### config.mk
export PLATFORM = sky130hd
export DESIGN_NAME = queue_with_urgent_front_insert
export DESIGN_NICKNAME = d
export VERILOG_FILES = /design/src/rtl/core/qufi_pkg.sv /design/src/rtl/core/qufi_ctrl.sv /design/src/rtl/core/qufi_dpath.sv /design/src/rtl/core/queue_with_urgent_front_insert.sv
export SDC_FILE = /design/constraint.sdc
export NUM_CORES = 2
export LEC_CHECK = 0
export ABC_AREA = 1
export BUFFER_PORTS_ARGS = -buffer_cell sky130_fd_sc_hd__buf_2
export CORE_MARGIN = 3
export CORE_UTILIZATION = 40
export CTS_BUF_LIST = sky130_fd_sc_hd__clkbuf_4 sky130_fd_sc_hd__clkbuf_8
export DETAILED_ROUTE_END_ITERATION = 6
export PLACE_DENSITY = 0.66
export SLEW_MARGIN = 20
export SYNTH_ARGS = -nofsm -noshare
export SYNTH_HDL_FRONTEND = slang
export SYNTH_SLANG_ARGS = --single-unit
### constraint.sdc
create_clock -name clk -period 8.78 [get_ports clk]
set_input_delay 0.878 -clock clk [delete_from_list [all_inputs] [get_ports clk]]
set_output_delay 0.878 -clock clk [all_outputs]
set_load 0.01 [all_outputs]
### src/rtl/core/qufi_pkg.sv
// Shared types and codes for the queue with urgent front insert.
package qufi_pkg;

	// command codes
	localparam logic [1:0] CMD_ENQ  = 2'd0;
	localparam logic [1:0] CMD_URG  = 2'd1;
	localparam logic [1:0] CMD_DEQ  = 2'd2;
	localparam logic [1:0] CMD_PEEK = 2'd3;

	// status codes
	localparam logic [1:0] ST_OK    = 2'd0;
	localparam logic [1:0] ST_FULL  = 2'd1;
	localparam logic [1:0] ST_EMPTY = 2'd2;

	// datapath actions, one per cycle
	localparam logic [3:0] ACT_NONE        = 4'd0;
	localparam logic [3:0] ACT_REJECT      = 4'd1;
	localparam logic [3:0] ACT_REAR        = 4'd2;
	localparam logic [3:0] ACT_FRONT       = 4'd3;
	localparam logic [3:0] ACT_EMPTY       = 4'd4;
	localparam logic [3:0] ACT_RD_HEAD     = 4'd5;
	localparam logic [3:0] ACT_RD_DONE     = 4'd6;
	localparam logic [3:0] ACT_SHIFT_START = 4'd7;
	localparam logic [3:0] ACT_SHIFT       = 4'd8;
	localparam logic [3:0] ACT_SHIFT_END   = 4'd9;

	typedef struct packed {
		logic [1:0]  cmd;
		logic [15:0] item_id;
	} item_t;

	typedef struct packed {
		logic [1:0]  status;
		logic [15:0] out_id;
		logic [7:0]  entry_count;
	} result_t;

	// controller -> datapath
	typedef struct packed {
		logic       accept;
		logic [3:0] act;
	} ctl_t;

	// datapath -> controller
	typedef struct packed {
		logic [1:0] cmd;
		logic       empty;
		logic       full;
		logic       head_zero;
		logic       rptr_zero;
	} sts_t;

endpackage

### src/rtl/core/qufi_ctrl.sv
// Control state machine for the queue with urgent front insert.
module qufi_ctrl (
	input  logic           clk,
	input  logic           arst_n,
	input  logic           start,
	input  qufi_pkg::sts_t sts,
	output logic           busy,
	output qufi_pkg::ctl_t ctl
);

	localparam logic [2:0] S_IDLE  = 3'd0;
	localparam logic [2:0] S_EXEC  = 3'd1;
	localparam logic [2:0] S_READ  = 3'd2;
	localparam logic [2:0] S_SHIFT = 3'd3;
	localparam logic [2:0] S_LAST  = 3'd4;

	logic [2:0] state_q;
	logic [2:0] state_d;

	assign busy = (state_q != S_IDLE);

	always_comb begin
		state_d    = state_q;
		ctl.accept = 1'b0;
		ctl.act    = qufi_pkg::ACT_NONE;
		unique case (state_q)
			S_IDLE: begin
				if (start) begin
					ctl.accept = 1'b1;
					state_d    = S_EXEC;
				end
			end
			S_EXEC: begin
				state_d = S_IDLE;
				priority if ((sts.cmd == qufi_pkg::CMD_ENQ || sts.cmd == qufi_pkg::CMD_URG)
						&& sts.full) begin
					ctl.act = qufi_pkg::ACT_REJECT;
				end else if (sts.cmd == qufi_pkg::CMD_ENQ) begin
					ctl.act = qufi_pkg::ACT_REAR;
				end else if (sts.cmd == qufi_pkg::CMD_URG && (sts.empty || !sts.head_zero)) begin
					ctl.act = qufi_pkg::ACT_FRONT;
				end else if (sts.cmd == qufi_pkg::CMD_URG) begin
					ctl.act = qufi_pkg::ACT_SHIFT_START;
					state_d = S_SHIFT;
				end else if (sts.empty) begin
					ctl.act = qufi_pkg::ACT_EMPTY;
				end else begin
					ctl.act = qufi_pkg::ACT_RD_HEAD;
					state_d = S_READ;
				end
			end
			S_READ: begin
				ctl.act = qufi_pkg::ACT_RD_DONE;
				state_d = S_IDLE;
			end
			S_SHIFT: begin
				ctl.act = qufi_pkg::ACT_SHIFT;
				if (sts.rptr_zero) begin
					state_d = S_LAST;
				end
			end
			S_LAST: begin
				ctl.act = qufi_pkg::ACT_SHIFT_END;
				state_d = S_IDLE;
			end
			default: begin
				state_d = S_IDLE;
			end
		endcase
	end

	always_ff @(posedge clk or negedge arst_n) begin
		if (!arst_n) begin
			state_q <= S_IDLE;
		end else begin
			state_q <= state_d;
		end
	end

endmodule

### src/rtl/core/qufi_dpath.sv
// Datapath: slot memory, head/tail indices, shift pointer and result register.
module qufi_dpath #(
	parameter int QUEUE_DEPTH = 128
) (
	input  logic              clk,
	input  logic              arst_n,
	input  qufi_pkg::item_t   item,
	input  qufi_pkg::ctl_t    ctl,
	output qufi_pkg::sts_t    sts,
	output logic              done,
	output qufi_pkg::result_t result
);

	localparam int IDX_W = $clog2(QUEUE_DEPTH);
	localparam logic [IDX_W-1:0] LAST_IDX = IDX_W'(QUEUE_DEPTH - 1);

	logic [15:0]      slots_q [QUEUE_DEPTH];
	logic [15:0]      rdata_q;
	logic [1:0]       cmd_q;
	logic [15:0]      id_q;
	logic [IDX_W-1:0] head_q;
	logic [IDX_W-1:0] tail_q;
	logic             empty_q;
	logic [IDX_W-1:0] rptr_q;
	logic             done_q;
	logic [1:0]       status_q;
	logic [15:0]      out_id_q;

	logic             mem_we;
	logic [IDX_W-1:0] waddr;
	logic [15:0]      wdata;
	logic             mem_re;
	logic [IDX_W-1:0] raddr;
	logic [IDX_W:0]   span;

	assign sts.cmd       = cmd_q;
	assign sts.empty     = empty_q;
	assign sts.full      = !empty_q && (tail_q == LAST_IDX);
	assign sts.head_zero = (head_q == '0);
	assign sts.rptr_zero = (rptr_q == '0);

	// memory port selection
	always_comb begin
		mem_we = 1'b0;
		waddr  = '0;
		wdata  = id_q;
		mem_re = 1'b0;
		raddr  = head_q;
		unique case (ctl.act)
			qufi_pkg::ACT_REAR: begin
				mem_we = 1'b1;
				waddr  = empty_q ? '0 : tail_q + 1'b1;
			end
			qufi_pkg::ACT_FRONT: begin
				mem_we = 1'b1;
				waddr  = empty_q ? '0 : head_q - 1'b1;
			end
			qufi_pkg::ACT_RD_HEAD: begin
				mem_re = 1'b1;
				raddr  = head_q;
			end
			qufi_pkg::ACT_SHIFT_START: begin
				mem_re = 1'b1;
				raddr  = tail_q;
			end
			qufi_pkg::ACT_SHIFT: begin
				mem_we = 1'b1;
				waddr  = rptr_q + 1'b1;
				wdata  = rdata_q;
				mem_re = (rptr_q != '0);
				raddr  = rptr_q - 1'b1;
			end
			qufi_pkg::ACT_SHIFT_END: begin
				mem_we = 1'b1;
				waddr  = '0;
			end
			default: begin
			end
		endcase
	end

	always_ff @(posedge clk) begin
		if (mem_we) begin
			slots_q[waddr] <= wdata;
		end
		if (mem_re) begin
			rdata_q <= slots_q[raddr];
		end
	end

	// captured command word, shift pointer and result payload
	always_ff @(posedge clk) begin
		if (ctl.accept) begin
			cmd_q <= item.cmd;
			id_q  <= item.item_id;
		end
		if (ctl.act == qufi_pkg::ACT_SHIFT_START) begin
			rptr_q <= tail_q;
		end else if (ctl.act == qufi_pkg::ACT_SHIFT && rptr_q != '0) begin
			rptr_q <= rptr_q - 1'b1;
		end
		unique case (ctl.act)
			qufi_pkg::ACT_REJECT: begin
				status_q <= qufi_pkg::ST_FULL;
				out_id_q <= '0;
			end
			qufi_pkg::ACT_EMPTY: begin
				status_q <= qufi_pkg::ST_EMPTY;
				out_id_q <= '0;
			end
			qufi_pkg::ACT_REAR, qufi_pkg::ACT_FRONT, qufi_pkg::ACT_SHIFT_END: begin
				status_q <= qufi_pkg::ST_OK;
				out_id_q <= '0;
			end
			qufi_pkg::ACT_RD_DONE: begin
				status_q <= qufi_pkg::ST_OK;
				out_id_q <= rdata_q;
			end
			default: begin
			end
		endcase
	end

	// indices and result strobe
	always_ff @(posedge clk or negedge arst_n) begin
		if (!arst_n) begin
			head_q  <= '0;
			tail_q  <= '0;
			empty_q <= 1'b1;
			done_q  <= 1'b0;
		end else begin
			done_q <= (ctl.act == qufi_pkg::ACT_REJECT || ctl.act == qufi_pkg::ACT_EMPTY
				|| ctl.act == qufi_pkg::ACT_REAR || ctl.act == qufi_pkg::ACT_FRONT
				|| ctl.act == qufi_pkg::ACT_RD_DONE || ctl.act == qufi_pkg::ACT_SHIFT_END);
			unique case (ctl.act)
				qufi_pkg::ACT_REAR: begin
					if (empty_q) begin
						head_q  <= '0;
						tail_q  <= '0;
						empty_q <= 1'b0;
					end else begin
						tail_q <= tail_q + 1'b1;
					end
				end
				qufi_pkg::ACT_FRONT: begin
					if (empty_q) begin
						head_q  <= '0;
						tail_q  <= '0;
						empty_q <= 1'b0;
					end else begin
						head_q <= head_q - 1'b1;
					end
				end
				qufi_pkg::ACT_RD_DONE: begin
					if (cmd_q == qufi_pkg::CMD_DEQ) begin
						if (head_q == tail_q) begin
							head_q  <= '0;
							tail_q  <= '0;
							empty_q <= 1'b1;
						end else begin
							head_q <= head_q + 1'b1;
						end
					end
				end
				qufi_pkg::ACT_SHIFT_END: begin
					tail_q <= tail_q + 1'b1;
				end
				default: begin
				end
			endcase
		end
	end

	// count follows the indices, which hold still while the result is shown
	assign span = {1'b0, tail_q} - {1'b0, head_q} + 1'b1;

	assign done               = done_q;
	assign result.status      = status_q;
	assign result.out_id      = out_id_q;
	assign result.entry_count = empty_q ? 8'd0 : 8'(span);

endmodule

### src/rtl/core/queue_with_urgent_front_insert.sv
// Top level: linear-array ID queue with rear enqueue, urgent front insert, dequeue and peek.
// Enqueue, front insert into a free slot, rejected or empty commands act in the execute state;
//   dequeue and peek add a read state (registered memory read); an urgent insert with head at
//   slot 0 shifts one entry per cycle through the shift and last states before its result.
// Throughput: a new command is taken in the cycle its predecessor's one-cycle done strobe
//   is shown; the receiver cannot stall. Reset (arst_n low) empties the queue.
module queue_with_urgent_front_insert #(
	parameter int QUEUE_DEPTH = 128
) (
	input  logic              clk,
	input  logic              arst_n,
	input  logic              start,
	output logic              busy,
	input  qufi_pkg::item_t   item,
	output logic              done,
	output qufi_pkg::result_t result
);

	qufi_pkg::ctl_t ctl;   // per-cycle action from the controller
	qufi_pkg::sts_t sts;   // queue state seen by the controller

	qufi_ctrl u_ctrl (
		.clk    (clk),
		.arst_n (arst_n),
		.start  (start),
		.sts    (sts),
		.busy   (busy),
		.ctl    (ctl)
	);

	qufi_dpath #(
		.QUEUE_DEPTH (QUEUE_DEPTH)
	) u_dpath (
		.clk    (clk),
		.arst_n (arst_n),
		.item   (item),
		.ctl    (ctl),
		.sts    (sts),
		.done   (done),
		.result (result)
	);

	// an accepted word always makes the block busy next cycle
	a_accept_busy: assert property (@(posedge clk) disable iff (!arst_n)
		(start && !busy) |=> busy)
		else $error("accepted word did not raise busy");

	// every result follows a busy cycle
	a_done_after_busy: assert property (@(posedge clk) disable iff (!arst_n)
		done |-> $past(busy))
		else $error("result strobe without preceding work");

	// a non-ok result carries no ID
	a_nonok_zero_id: assert property (@(posedge clk) disable iff (!arst_n)
		(done && result.status != qufi_pkg::ST_OK) |-> (result.out_id == 16'd0))
		else $error("rejected or empty result carries an ID");

	// an empty result reports no entries
	a_empty_count: assert property (@(posedge clk) disable iff (!arst_n)
		(done && result.status == qufi_pkg::ST_EMPTY) |-> (result.entry_count == 8'd0))
		else $error("empty status with nonzero count");

endmodule

# After elaboration in Yosys (flattened, before gate mapping)
# Memory sizes are Yosys's and may differ from the RTL's. A register that Yosys moved wholly into a read port is not among the register bits.
# Index checks and enable logic that the tools add are counted.
dict set report word_totals {
  register_bits 62
  ramBits 2048
  inputBits 21
  output_inout_bits 28
  word_cells 115
  mem_count 1
}
# name words width read_ports rd_clocked_by_memory_dff wr line_no
set memory_table {}
lappend memory_table {u_dpath.slots_q 128 16 1 1 1 qufi_dpath.sv:17} ;# logic [15:0] slots_q [QUEUE_DEPTH];
dict set report classes {
  add_sub_neg 7
  eq_ne 23
  mux 40
  n_reduce_logical 34
}
# operator n
set ops {}
lappend ops {{7-bit 2-to-1 mux} 9}
lappend ops {{7-bit case mux with 3 select lines} 2}
lappend ops {{16-bit case mux with 2 select lines} 1}
lappend ops {{7-bit case mux with 4 select lines} 1}
lappend ops {{7-bit by 1-bit adder with 7-bit output, second input constant} 3}
lappend ops {{3-bit 2-to-1 mux} 6}
lappend ops {{4-bit by 3-bit == test with 1-bit output, second input constant} 4}
lappend ops {{16-bit 2-to-1 mux} 1}
lappend ops {{4-bit 2-to-1 mux} 4}
lappend ops {{4-bit case mux with 4 select lines} 1}
lappend ops {{7-bit zero test} 2}
lappend ops {{7-bit case mux with 2 select lines} 1}
lappend ops {{7-bit by 1-bit subtractor with 7-bit output, second input constant} 2}
lappend ops {{3-bit case mux with 3 select lines} 1}
lappend ops {{3-bit nonzero test} 3}
lappend ops {{8-bit by 1-bit adder with 8-bit output, second input constant} 1}
lappend ops {{4-bit by 2-bit == test with 1-bit output, second input constant} 2}
lappend ops {{4-bit == test, second input constant} 2}
lappend ops {{1-bit 2-to-1 mux} 8}
lappend ops {{8-bit 2-to-1 mux} 1}
lappend ops {{2-bit inequality test, second input constant} 4}
lappend ops {{4-bit OR reduction} 2}
lappend ops {{7-bit by 7-bit subtractor with 8-bit output} 1}
lappend ops {{7-bit == test} 1}
lappend ops {{other kinds (24)} 41}

# Logic depth before layout (Yosys ltp)
dict set report logic_depth {
  ltp_word 14
  depth_mapped 23
  ltp_nobuf 20
}

# Cells and area by module
# A second synthesis with hierarchy kept.
dict set report unflattened {
  hier_cells 7362
  area_unflattened_um2 88316.0
}
# mod instances cells_each area_each_um2 seq_area_each_um2
set modules_own_cells {}
lappend modules_own_cells {qufi_dpath 1 7320 88063.2 63672.3}
lappend modules_own_cells {qufi_ctrl 1 42 252.7 75.1}

# Least setup slack after synthesis
# OpenSTA, ideal clock, no wires.
dict set report synth_path {
  path_kind {flip-flop to flip-flop}
  start {register u_ctrl.state_q[2]}
  end {memory u_dpath.slots_q[0][0] (data pin)}
  setup_ps 1197
  t_arrival_ps 6292
  required_time_ps 7583
  slack_ps 1290
  stages_incl_launch_ff 6
  path_buffers 2
  period_less_slack_ps 7490
  path_cell_list {dfrtp_1 > nor3_4 > inv_2 > clkbuf_1 > clkbuf_1 > o21ai_0}
}
dict set report synth_between {
  elab_chain_cells 4
  elab_cells_between_ends 7
  cone_classes {5 x eq/ne; 2 x mux}
}
# item line_no
set synth_lines {}
lappend synth_lines {{from (decl)} qufi_ctrl.sv:17} ;# logic [2:0] state_q;
lappend synth_lines {{from (signal assigned)} qufi_ctrl.sv:76} ;# state_q <= state_d;
lappend synth_lines {{3-bit == test (tied with other cells)} qufi_ctrl.sv:26} ;# unique case (state_q)
lappend synth_lines {{4-bit case mux with 4 select lines (*)} qufi_ctrl.sv:26}
lappend synth_lines {{4-bit == test (*)} qufi_dpath.sv:49} ;# unique case (ctl.act)
lappend synth_lines {{16-bit 2-to-1 mux (*)} qufi_dpath.sv:49}
lappend synth_lines {{via u_dpath.wdata[0]} qufi_dpath.sv:31} ;# logic [15:0] wdata;
lappend synth_lines {{to (decl)} qufi_dpath.sv:17}
# Mark *: on every way through the listed nets, which the timed path passes. The rest lies on a longest branch.

# Worst setup path in the final report
dict set report layout_path {
  start {register u_dpath.head_q[0]}
  end {register u_dpath.rdata_q[7] (read register of u_dpath.slots_q) (data pin)}
}
dict set report layout_between {
  elab_chain_cells 11
  elab_cells_between_ends 14
  cone_classes {3 x eq/ne; 6 x mux; 5 x reduce/logical}
}
# item line_no
set layout_lines {}
lappend layout_lines {{from (decl)} qufi_dpath.sv:21} ;# logic [IDX_W-1:0] head_q;
lappend layout_lines {{from (signal assigned)} qufi_dpath.sv:151} ;# head_q <= head_q - 1'b1;
lappend layout_lines {{from (signal assigned)} qufi_dpath.sv:161} ;# head_q <= head_q + 1'b1;
lappend layout_lines {{7-bit zero test} qufi_dpath.sv:39} ;# assign sts.head_zero = (head_q == '0);
lappend layout_lines {{1-bit zero test} qufi_ctrl.sv:40} ;# end else if (sts.cmd == qufi_pkg::CMD_URG && (sts.empty || !sts.head_zero)) begin
lappend layout_lines {{1-bit logical OR} qufi_ctrl.sv:40}
lappend layout_lines {{1-bit logical AND} qufi_ctrl.sv:40}
lappend layout_lines {{4-bit 2-to-1 mux} qufi_ctrl.sv:40}
lappend layout_lines {{4-bit 2-to-1 mux} qufi_ctrl.sv:38} ;# end else if (sts.cmd == qufi_pkg::CMD_ENQ) begin
lappend layout_lines {{4-bit 2-to-1 mux} qufi_ctrl.sv:35} ;# priority if ((sts.cmd == qufi_pkg::CMD_ENQ || sts.cmd == qufi_pkg::CMD_URG)
lappend layout_lines {{4-bit case mux with 4 select lines} qufi_ctrl.sv:26}
lappend layout_lines {{4-bit by 3-bit == test with 1-bit output} qufi_dpath.sv:49}
lappend layout_lines {{2-bit OR reduction (no line)} -}
lappend layout_lines {{1-bit case mux with 2 select lines} qufi_dpath.sv:49}
lappend layout_lines {{to (decl)} qufi_dpath.sv:18} ;# logic [15:0] rdata_q;
# Several ways; a longest one is shown, not always the timed one.
# A chain may end at the register's enable or synchronous reset.

==> qor.yml <==
power:
  vdd_drop_max_uv: 434.5
  p_leak_nw: 33.75
  powerDensity_nw_per_um2: 366.7
cells_and_area:
  fin_util: 0.4506
  final_common_cell: "nand3_1"
  fin_nets: 7456
  layout-drive-gt1-share: 0.1109
  mostFrequentLayoutCells: "3,066 x nand3_1, 2,107 x edfxtp_1, 1,141 x nand2_1"
  area_growth_pct: 11.37
sta:
  period_share: 0.6472
  fin_ws_ns: 3.098
  skew_ns: 0.09889
  fin_crit_ns: 5.682
  setup_tns_ns: 0
  hold_viol: 0
  max_slew_margin: 0.1554
  setup-violations-final: 0
  slew_viol_final: 0
  rsz0062_at_grt: "false"
  fmax_mhz: 176.0
  tightest_slew_ns: 1.267
place:
  io_buffer_count: 48
  routabilityCongestion: 0.8754
  place_hpwl_um: 139700
  place_ws_ns: 3.257
setup_path:
  crit_type: "flop to flop"
  cp_data_arrival_time_ns: 6.60
  critPathMaxFanout: 146
  worstPathRequired_ns: 9.69
  cp-end-kind: "flop"
  r2r_slack_ns: 3.10
  startpoint_type: "flop"
clock_tree:
  path_clk_slew_ns: 0.07
  cts_inserted_buffers: 345
  cts_max_level: 5
  post_cts_resize_count: 0
  cts.sinks: 2126
  root_buffer: "clkbuf_8"
  clkLatencyLatePin_ns: 1.08
  cts_buffer_depth: 4
  cts_tree: "yes"
synthesis:
  synth_top_area_cell: "edfxtp_1"
  syn-cell-area_sq_um: 88290
  synth.yosys.seq_area_share: 0.7220
  yosys_warnings: 0
  netlist_top_cells_area: "edfxtp_1 72%, nand3_1 17%, nand2_1 4.9%"
  syn_nets: 7391
  yosys.area.top_type_share: 0.7166
  synth_cell_type_count: 38
  ys_seq_elements: 2126
  syn_inst: 7349
  avgSynthCellArea_sq_um: 12.01
global_route:
  antenna_found_initial: 9
  grt_pass1_vias: 59361
  grt_overflow_total: 0
  grt_pass1_wl_um: 386900
  grt_use_total: 0.2257
  grt_max_degree: 200
outcome:
  outcome: "finished clean"
floorplan:
  pin_count: 49
  die_w_um: 475.8
  fp-row-count: 171
  die_area_sq_um: 226400
  core-area_sq_um: 218200
  start_util: 0.4046
  die_height_um: 475.8
job:
  maxCapViolCount: 0
detailed_routing:
  vias: 62301
  drc_errors: 0
  drt_iter0_drc: 9229
  drt_wl_total_um: 262600
  wire_per_inst_um: 24.96
  drtAntennaViolNets: 0
  via_per_inst: 5.923
  drtPass1Iterations: 7
worst_hold_path:
  hp-class: "input pin to flop"
[worst max-delay path, cell delays in order, from the launching register on]
cell and delay [ns]:
dfrtp_1 0.46, inv_1 0.21, ha_1 0.17, nand3_1 0.08, nor2_1 0.12, nand2_1 0.09
nand2_1 0.07, nand2_1 0.06, nand2_2 0.11, inv_1 0.09, nor2_2 0.31, nand2_1 0.12
o21ai_1 0.18, a21oi_4 0.06, buf_12 0.32, inv_8 0.69, buf_12 0.69, buf_4 0.40
nand3_1 0.11, nand3_1 0.08, nand3_1 0.11, nand3_1 0.22, nand3_1 0.36, nand2_1 0.20
[per-stage QoR]
step                      std cells  power, mW  instance area [sq um]  hold WS (ns)
after floorplan                7349      22.38                  88290        0.5284
after global placement         9900      27.52                  91640        0.5874
after detailed placement       9900      27.73                  91640        0.5925
after CTS                     10510      35.87                  98250       0.09240
after global routing          10515      37.56                  98330        0.1485
final                         10518      36.06                  98330        0.1714
[synth_stat cells (all sizes together)]
library cell  instances
nand3              3071
edfxtp             2107
nand2              1145
buf                 466
nor2                196
clkbuf              110
inv                  87
o21ai                53
ha                   20
dfrtp                18
nor3                 17
a21oi                16
xor2                 12
o22ai                 6
a31oi                 5
nand4                 5
xnor2                 4
nand3b                2
a211oi                1
clkinv                1
dfstp                 1
fa                    1
o211ai                1
o21bai                1
o311ai                1
o31ai                 1
or2                   1
[final timing paths]
check	startpoint	endpoint	cells past startpoint
setup / recovery	u_dpath.head_q[0]$_DFFE_PN0P_	u_dpath.rdata_q[7]$_DFFE_PP_	23
hold / removal	start	u_ctrl.state_q[2]$_DFFE_PN0P_	5
setup reg to reg	u_dpath.head_q[0]$_DFFE_PN0P_	u_dpath.rdata_q[7]$_DFFE_PP_	23
hold reg to reg	u_dpath.empty_q$_DFFE_PN1P_	u_dpath.empty_q$_DFFE_PN1P_	2
max in group asynchronous	arst_n	u_dpath.empty_q$_DFFE_PN1P_	2
min in group asynchronous	arst_n	u_dpath.head_q[1]$_DFFE_PN0P_	2
[layer usage]
metal | share of wire | routed length [um] | GRT usage
met3 | 0.11 | 27690 | 0.04674
met2 | 0.47 | 122300 | 0.3564
met1 | 0.37 | 97890 | 0.2942
met4 | 0.056 | 14590 | 0.1183
met5 | 0.00018 | 46 | 0
[cells by family after synthesis]
logic type | share of synthesized area
DFF | 0.7220
and+or+nand+nor | 0.2333
xor gates and xnor gates | 0.001587
adders and majority gates | 0.003061
AOI/OAI and AO/OA | 0.005229
buffers and inverters | 0.03483
[where the power goes]
| group | internal, mW | leakage [nW] | switching (mW) |
|---|---|---|---|
| Clock | 4.37 | 3.41 | 3.85 |
| Sequential | 12.8 | 19.2 | 0.238 |
| Combinational | 3.55 | 11.1 | 11.3 |
| Total | 20.7 | 33.7 | 15.3 |
[cell type report]
cell class | count | area (sq um)
antenna | 6 | 15.01
inverter | 88 | 356.6
clock inverter | 126 | 711.9
multi-input combinational | 4559 | 21770
sequential | 2126 | 63750
clock buffer | 465 | 5705
tap | 2854 | 3571
fill | 19520 | 119900
timing repair buffer | 294 | 2457
[timing repair]
item	in CTS	in global routing
hold endpoints to repair	36	0
buffers inserted	0	0
hold buffers	19	0
[sequential cells by signal, indices dropped and copies added, names as in the netlist]
name              cells
u_dpath.status_q      2
u_dpath.rptr_q        7
u_dpath.done          1
u_dpath.rdata_q      16
u_dpath.head_q        7
u_dpath.tail_q        7
u_dpath.out_id_q     16
u_ctrl.state_q        3
u_dpath.id_q         16
u_dpath.cmd_q         2
u_dpath.empty_q       1
u_dpath.slots_q    2048
Power figures use the tool's default switching activity.
